## config.mk

```make
export PLATFORM = sky130hd
export DESIGN_NAME = lgs_ctrl
export DESIGN_NICKNAME = d
export VERILOG_FILES = /design/src/hdl/lgs_pkg.sv /design/src/hdl/lgs_ctrl.sv
export SDC_FILE = /design/constraint.sdc
export NUM_CORES = 1
export LEC_CHECK = 0
export BUFFER_PORTS_ARGS = -buffer_cell sky130_fd_sc_hd__buf_2
export CELL_PAD_IN_SITES_DETAIL_PLACEMENT = 1
export CELL_PAD_IN_SITES_GLOBAL_PLACEMENT = 1
export CORE_AREA = 2 2 39 41
export CTS_CLUSTER_SIZE = 25
export DETAILED_ROUTE_END_ITERATION = 12
export DIE_AREA = 0 0 41 43
export GPL_TIMING_DRIVEN = 0
export HOLD_SLACK_MARGIN = 0.15
export PLACE_DENSITY = 0.54
export REMOVE_ABC_BUFFERS = 1
export SLEW_MARGIN = 25
export SYNTH_ARGS = -nofsm -noshare
export SYNTH_HDL_FRONTEND = slang
export SYNTH_SLANG_ARGS = --single-unit
```

## constraint.sdc

```tcl
create_clock -name i_clk -period 1.4 [get_ports i_clk]
set_clock_uncertainty 0.05 [all_clocks]
set_input_delay 0.28 -clock i_clk [delete_from_list [all_inputs] [get_ports i_clk]]
set_output_delay 0.28 -clock i_clk [all_outputs]
set_load 0.02 [all_outputs]
```

## src/hdl/lgs_pkg.sv

```systemverilog
// Package for the life grid stepper: command codes, register indexes,
// controller states, datapath operations and the status struct.
// No dependencies.
package lgs_pkg;

    localparam int MAX_ROWS_DEF = 64;
    localparam int MAX_COLS_DEF = 64;

    localparam int CMD_W  = 2;
    localparam int ROW_W  = 6;
    localparam int COL_W  = 6;
    localparam int CFG_W  = 7;
    localparam int CFG_IW = 1;

    localparam logic [CMD_W-1:0] CMD_WRITE = 2'd0;
    localparam logic [CMD_W-1:0] CMD_READ  = 2'd1;
    localparam logic [CMD_W-1:0] CMD_STEP  = 2'd2;

    localparam logic [CFG_IW-1:0] CFG_GRID_ROWS = 1'd0;
    localparam logic [CFG_IW-1:0] CFG_GRID_COLS = 1'd1;

    localparam logic [CFG_W-1:0] CFG_RESET = 7'd64;

    typedef enum logic [2:0] {
        ST_CLEAR,
        ST_IDLE,
        ST_ACCESS,
        ST_PRIME,
        ST_LOAD,
        ST_SWEEP,
        ST_RESULT
    } t_state;

    typedef enum logic [3:0] {
        OP_NONE,
        OP_CLEAR,
        OP_TAKE,
        OP_ACCESS,
        OP_PRIME,
        OP_LOAD,
        OP_SWEEP,
        OP_EMIT
    } t_dp_op;

    typedef struct packed {
        logic is_step;
        logic last_row;
    } t_dp_sts;

endpackage

```

## src/hdl/lgs_ctrl.sv

```systemverilog
// Controller of the life grid stepper: sequences the clearing pass, cell
// accesses and the generation sweep, and owns both handshakes.
// Depends on lgs_pkg.
module lgs_ctrl (
    input  logic              i_clk,
    input  logic              i_rst_n,
    input  logic              i_in_valid,
    output logic              o_in_stall,
    output logic              o_out_valid,
    input  logic              i_out_stall,
    input  lgs_pkg::t_dp_sts  i_sts,
    output lgs_pkg::t_dp_op   o_op
);
    import lgs_pkg::*;

    t_state r_state;
    t_state n_state;
    logic   r_out_valid;
    logic   n_out_valid;

    always_ff @(posedge i_clk) begin
        if (!i_rst_n) begin
            r_state     <= ST_CLEAR;
            r_out_valid <= 1'b0;
        end else begin
            r_state     <= n_state;
            r_out_valid <= n_out_valid;
        end
    end

    always_comb begin
        n_state     = r_state;
        o_op        = OP_NONE;
        n_out_valid = r_out_valid && i_out_stall;
        unique case (r_state)
            ST_CLEAR: begin
                o_op = OP_CLEAR;
                if (i_sts.last_row) begin
                    n_state = ST_IDLE;
                end
            end
            ST_IDLE: begin
                if (i_in_valid) begin
                    o_op    = OP_TAKE;
                    n_state = i_sts.is_step ? ST_PRIME : ST_ACCESS;
                end
            end
            ST_ACCESS: begin
                o_op    = OP_ACCESS;
                n_state = ST_RESULT;
            end
            ST_PRIME: begin
                o_op    = OP_PRIME;
                n_state = ST_LOAD;
            end
            ST_LOAD: begin
                o_op    = OP_LOAD;
                n_state = ST_SWEEP;
            end
            ST_SWEEP: begin
                o_op = OP_SWEEP;
                if (i_sts.last_row) begin
                    n_state = ST_RESULT;
                end
            end
            ST_RESULT: begin
                if (!r_out_valid || !i_out_stall) begin
                    o_op        = OP_EMIT;
                    n_out_valid = 1'b1;
                    n_state     = ST_IDLE;
                end
            end
            default: begin
                n_state = ST_IDLE;
            end
        endcase
    end

    assign o_in_stall  = r_state != ST_IDLE;
    assign o_out_valid = r_out_valid;

    a_result_waits: assert property (@(posedge i_clk) disable iff (!i_rst_n)
        (r_state == ST_RESULT && r_out_valid && i_out_stall) |=> r_state == ST_RESULT)
        else $error("result emitted over a stalled transfer");

    a_sweep_ends: assert property (@(posedge i_clk) disable iff (!i_rst_n)
        (r_state == ST_SWEEP && i_sts.last_row) |=> r_state == ST_RESULT)
        else $error("sweep did not end after last row");

    a_valid_source: assert property (@(posedge i_clk) disable iff (!i_rst_n)
        $rose(r_out_valid) |-> $past(r_state) == ST_RESULT)
        else $error("output valid raised outside result state");

    a_step_start: assert property (@(posedge i_clk) disable iff (!i_rst_n)
        (r_state == ST_IDLE && i_in_valid && i_sts.is_step) |=> r_state == ST_PRIME)
        else $error("step transfer did not start a sweep");

endmodule
```

==> results of run 1 <==
[synthesized netlist by cell type]
cell                       count
sky130_fd_sc_hd__nor2_1        5
sky130_fd_sc_hd__dfxtp_1       4
sky130_fd_sc_hd__inv_1         3
sky130_fd_sc_hd__o21ai_0       3
sky130_fd_sc_hd__a21oi_1       2
sky130_fd_sc_hd__a41oi_1       2
sky130_fd_sc_hd__buf_2         2
sky130_fd_sc_hd__nand2_1       2
sky130_fd_sc_hd__and2_1        1
sky130_fd_sc_hd__buf_4         1
sky130_fd_sc_hd__conb_1        1
sky130_fd_sc_hd__mux2i_1       1
sky130_fd_sc_hd__nand2b_1      1
sky130_fd_sc_hd__nand2b_4      1
sky130_fd_sc_hd__nand3_1       1
sky130_fd_sc_hd__o211a_1       1
sky130_fd_sc_hd__o211ai_1      1
sky130_fd_sc_hd__o21a_1        1
sky130_fd_sc_hd__o221a_1       1
sky130_fd_sc_hd__o22a_1        1
sky130_fd_sc_hd__o22ai_1       1
[metal layers]
layer / share of wire [%] / up-vias / GRT usage (%) / routed length [um]
met5: 0 / - / 0 / 0
met4: 0 / 0 / 4.00 / 0
met3: 5.8 / 0 / 1.57 / 40
met2: 50 / 9 / 12.5 / 346
met1: 44 / 138 / 11.9 / 308
li1: - / 150 / - / -
[area by class of cell]
cell class                 count  area, um2
multi-input combinational     26        168
sequential                     4       92.6
timing repair buffer          12       70.1
clock buffer                   3       22.5
inverter                       3       11.3
tap                           16       20.0
fill                         182       1000
[path summary, 6_finish.rpt]
path / endpoint / depth (start not counted) / start
max: o_op[1] / 3 / r_state[0]
min reg2reg: r_state[2] / 1 / r_state[2]
max reg2reg: r_state[0] / 4 / r_state[2]
min: r_state[1] / 2 / i_rst_n
[critical path, stage by stage (launching register included)]
cell,delay (ns)
sky130_fd_sc_hd__dfxtp_4,0.36
sky130_fd_sc_hd__nand2b_4,0.15
sky130_fd_sc_hd__o22ai_1,0.14
sky130_fd_sc_hd__buf_4,0.16
[flip-flops by register name (all words and copies together), names as in the netlist]
register	cells
r_state	3
o_out_valid	1
[cells by family after synthesis]
group                  Yosys count
AO/OA/AOI/OAI                   13
AND/OR/NAND/NOR                 11
buffers and inverters            6
flip-flops                       4
multiplexers                     1
other                            1
[report_power, final]
group	internal (mW)	total [mW]	switching (mW)	leakage (nW)
clock	0.0958	0.141	0.0449	0.0138
combinational	0.0535	0.112	0.0581	0.117
sequential	0.124	0.145	0.0204	0.0353
[per-stage QoR]
stage,power [mW],worst slack (ns)
6_report,0.397,0.0145
5_1_grt,0.426,-0.0247
4_1_cts,0.399,0.000619
3_5_place_dp,0.245,0.0190
3_3_place_gp,0.246,0.00918
2_1_floorplan,0.209,0.0745
[timing repair]
action | 4_1_cts | 5_1_grt
gates resized for setup | 9 | 3
setup endpoints to repair | 4 | 3
buffers inserted | 1 | 1
endpoints found under the hold margin | 0 | 0
pin swaps | 0 | 1
==> results.cfg, run 1 <==
[layout]
mostFrequentLayoutCells = sky130_fd_sc_hd__buf_2, sky130_fd_sc_hd__nor2_1, sky130_fd_sc_hd__buf_4
finish.instance_area_um2 = 384
n_antenna_cell = 0
drive_gt1_share_pct = 45.8
most_frequent_standard_cell_in_the_layout_excluding_fill_and_tap_cells = sky130_fd_sc_hd__buf_2
layout.core_utilization_pct = 27.8
area_delta_synth_final_pct = 40.2
stdcell_count = 64
fin_nets = 56

[synth]
adder_cell_share_of_the_synthesized_area_pct = 0
netlist_area_um2 = 274
synth_compound_gate_area_share_pct = 34.2
synth-simple-area-share_pct = 21.0
yosys_warnings = 0
dominant_combinational_cell_family_by_area_after_synthesis = compound AO/OA/AOI/OAI gates
synth_xor_xnor_area_share_pct = 0
syn-instance-count = 36
synth.yosys.seq_area_share_pct = 29.2
ys_seq_elements = 4
synth_mux_area_share_pct = 3.65
yosysTopAreaCellShare_pct = 29.2
synth.top_cells.by_area = sky130_fd_sc_hd__dfxtp_1, sky130_fd_sc_hd__nor2_1, sky130_fd_sc_hd__a41oi_1
synth.avg_cell_area_um2 = 7.61
yosysUniqueCellTypes = 21
synth_largest_area_cell = sky130_fd_sc_hd__dfxtp_1

[detailed_routing]
wl_per_cell_um = 10.8
drtAntennaViolNets = 0
first_pass_iteration_count_of_the_detailed_router = 4
vias_post_dr = 297
totalWireLength_um = 694
avgViaCountPerCell = 4.64
dr.first_iter.drc_count = 4
drc = 0

[clock_network]
cts_buffer_depth = 2
clock-root-buffer = sky130_fd_sc_hd__clkbuf_4
clock_latency_at_the_later_pin_of_the_worst_skew_pair_ns = 0.23
clk_transition_reported_paths_ns = 0.04
cts_tree = done
h-tree-depth = 1
cts.hold.buffers_added = 0
cts_buffers = 3
clock_sink_count = 4

[timing]
post_layout_minimum_cycle_time_ns = 1.39
setup_violations = 0
fin_crit_sh_pct = 99.0
timing.final.hold_violations = 0
grt_setup_unrepaired = yes
fin_worst_hold_slack_ns = 0.255
setup_tns_ns = 0
finalMaxSlewViolations = 0
max_freq_ghz = 0.722

[die]
initial_core_util_pct = 19.8
design.portCount = 12
fp.dieW_um = 41
design.core.area_mm2 = 0.00138
fp.dieH_um = 43
die_area_mm2 = 0.00176
number_of_core_rows = 14

[outcome]
run_status = complete, no violations

[critical_path]
reg2reg_slack_ns = 0.20
setup.worst_path.end_class = primary output
critical_path_arrival_ns = 1.06
cp_launch_type = flop
crit_path_max_fanout = 9
required_ns = 1.07
critical_path_class = reg -> out

[pwr]
pwr_density_cell_mw_per_mm2 = 1030
peakVddDrop_v = 0.000261
power.static_leakage_nw = 0.166

[grt]
pin_count_of_the_biggest_net_entering_global_routing = 12
first_pass_grt_wire_length_mm = 1.05
grt_overflow_total = 0
initial_antenna_violation_count = 0
grt_usage_pct = 8.63
first_global_vias = 258

[placed_design]
placer_congestion = 0.701
numPlacedInstances = 59
placement.cell_area_um2 = 327
port_buffers = 10
place.detailed.hpwl_um = 495

[run]
drv_cap = 0

[worst_hold_path]
worst_hold_path_type = in -> reg
Note: power is estimated with default switching activity, not from simulation.
==> run 2: changes to the inputs <==
Settings changed: PLACE_DENSITY 0.54 to unset, PLACE_DENSITY_LB_ADDON set to 0.1.
==> results.cfg, run 2 (same netlist as run 1, synthesis figures left out) <==
[outcome]
run_status = complete, no violations

[die]
number_of_core_rows = 14
die_area_mm2 = 0.00176
design.core.area_mm2 = 0.00138
initial_core_util_pct = 19.8
fp.dieH_um = 43
design.portCount = 12
fp.dieW_um = 41

[timing]
finalMaxSlewViolations = 0
fin_crit_sh_pct = 99.1
fin_worst_hold_slack_ns = 0.245
post_layout_minimum_cycle_time_ns = 1.39
max_freq_ghz = 0.720
setup_tns_ns = 0
timing.final.hold_violations = 0
postLayoutSetupSlackWorst_ns = 0.0120
grt_setup_unrepaired = yes
setup_violations = 0

[detailed_routing]
drc = 0
dr.first_iter.drc_count = 1
drtAntennaViolNets = 0
vias_post_dr = 306
totalWireLength_um = 785
wl_per_cell_um = 11.7
first_pass_iteration_count_of_the_detailed_router = 2
avgViaCountPerCell = 4.57

[grt]
first_global_vias = 301
grt_usage_pct = 11.2
grt.met2_usage_pct = 15.3
grt_overflow_total = 0
initial_antenna_violation_count = 0
use_met3_pct = 3.14
grtUsageMet1_pct = 15.4
first_pass_grt_wire_length_mm = 1.32
busiest_layer = met1
pin_count_of_the_biggest_net_entering_global_routing = 10

[critical_path]
cp-startpoint = r_state[1]
crit_path_max_fanout = 6
crit_cells = 4
rr_worst_depth = 5
reg2reg_to = r_state[0]
critical_path.max_stage_delay_ns = 0.38
critical_path_class = reg -> out
reg2reg_from = r_state[1]
path_buf_inv = 2
critical_path_arrival_ns = 1.06
critical-path-slowest-cell = sky130_fd_sc_hd__dfxtp_4
setup.worst_path.end_class = primary output
cp_launch_type = flop
worstPathCellList = buf_12 -> nand2b_4 -> o22ai_2 -> buf_6
required_ns = 1.07
worst_setup_path_endpoint = o_op[1]
crit_family = flip-flops
reg2reg_slack_ns = 0.17

[clock_network]
cts_tree = done
clock_latency_at_the_later_pin_of_the_worst_skew_pair_ns = 0.23
clock-root-buffer = sky130_fd_sc_hd__clkbuf_4
h-tree-depth = 1
cts.hold.buffers_added = 0
cts_buffers = 3
clk_transition_reported_paths_ns = 0.03
clock_sink_count = 4
cts_buffer_depth = 2

[worst_hold_path]
worst_hold_path_type = in -> reg

[layout]
layout.core_utilization_pct = 31.7
fin_nets = 59
area_delta_synth_final_pct = 60.3
most_frequent_standard_cell_in_the_layout_excluding_fill_and_tap_cells = sky130_fd_sc_hd__buf_2
registers.top_by_ff_count = r_state
n_antenna_cell = 0
largest_register_ffs = 3
drive_gt1_share_pct = 58.8
mostFrequentLayoutCells = sky130_fd_sc_hd__buf_2, sky130_fd_sc_hd__buf_4, sky130_fd_sc_hd__nor2_1
stdcell_count = 67
finish.instance_area_um2 = 439

[placed_design]
place.detailed.hpwl_um = 556
numPlacedInstances = 59
placement.cell_area_um2 = 327
port_buffers = 10
dp_worst_setup_slack_ns = -0.0167
placer_congestion = 0.658

[pwr]
post-layout-total-power_uw = 426
peakVddDrop_v = 0.000392
power.static_leakage_nw = 0.189
pwr_density_cell_mw_per_mm2 = 971

[run]
drv_cap = 0
run 2: layer usage:
| metal | wire, um | part of all wire [%] |
|---|---|---|
| met2 | 400 | 51 |
| met4 | 0 | 0 |
| met1 | 359 | 46 |
| met5 | 0 | 0 |
| met3 | 25 | 3.2 |
run 2: worst min path at each step:
stage,from,to,slack [ns],cells after the start
floorplan,i_rst_n,r_state[1],0.35,1
global placement,i_rst_n,r_state[1],0.49,2
detailed placement,i_rst_n,r_state[1],0.49,2
CTS,i_rst_n,r_state[1],0.24,2
global route,i_rst_n,o_out_valid,0.24,2
finish,i_rst_n,r_state[1],0.24,2
run 2: final cells by class:
cell class	count	area [um2]
Clock buffer	3	22.5
Tap cell	16	20.0
Multi-Input combinational cell	26	184
Sequential cell	4	92.6
Fill cell	169	945
Inverter	3	11.3
Timing Repair Buffer	15	109
run 2: power by group:
group	internal [mW]	total, mW	switching, mW
Sequential	0.124	0.145	0.0203
Clock	0.0956	0.138	0.0429
Combinational	0.0729	0.143	0.0702
Total	0.293	0.426	0.133
run 2: repair_timing:
action | CTS | global route
pin swaps | 0 | 1
endpoints found under the setup margin | 4 | 2
buffers inserted | 4 | 1
gates resized for setup | 13 | 6
gates cloned | 0 | 0
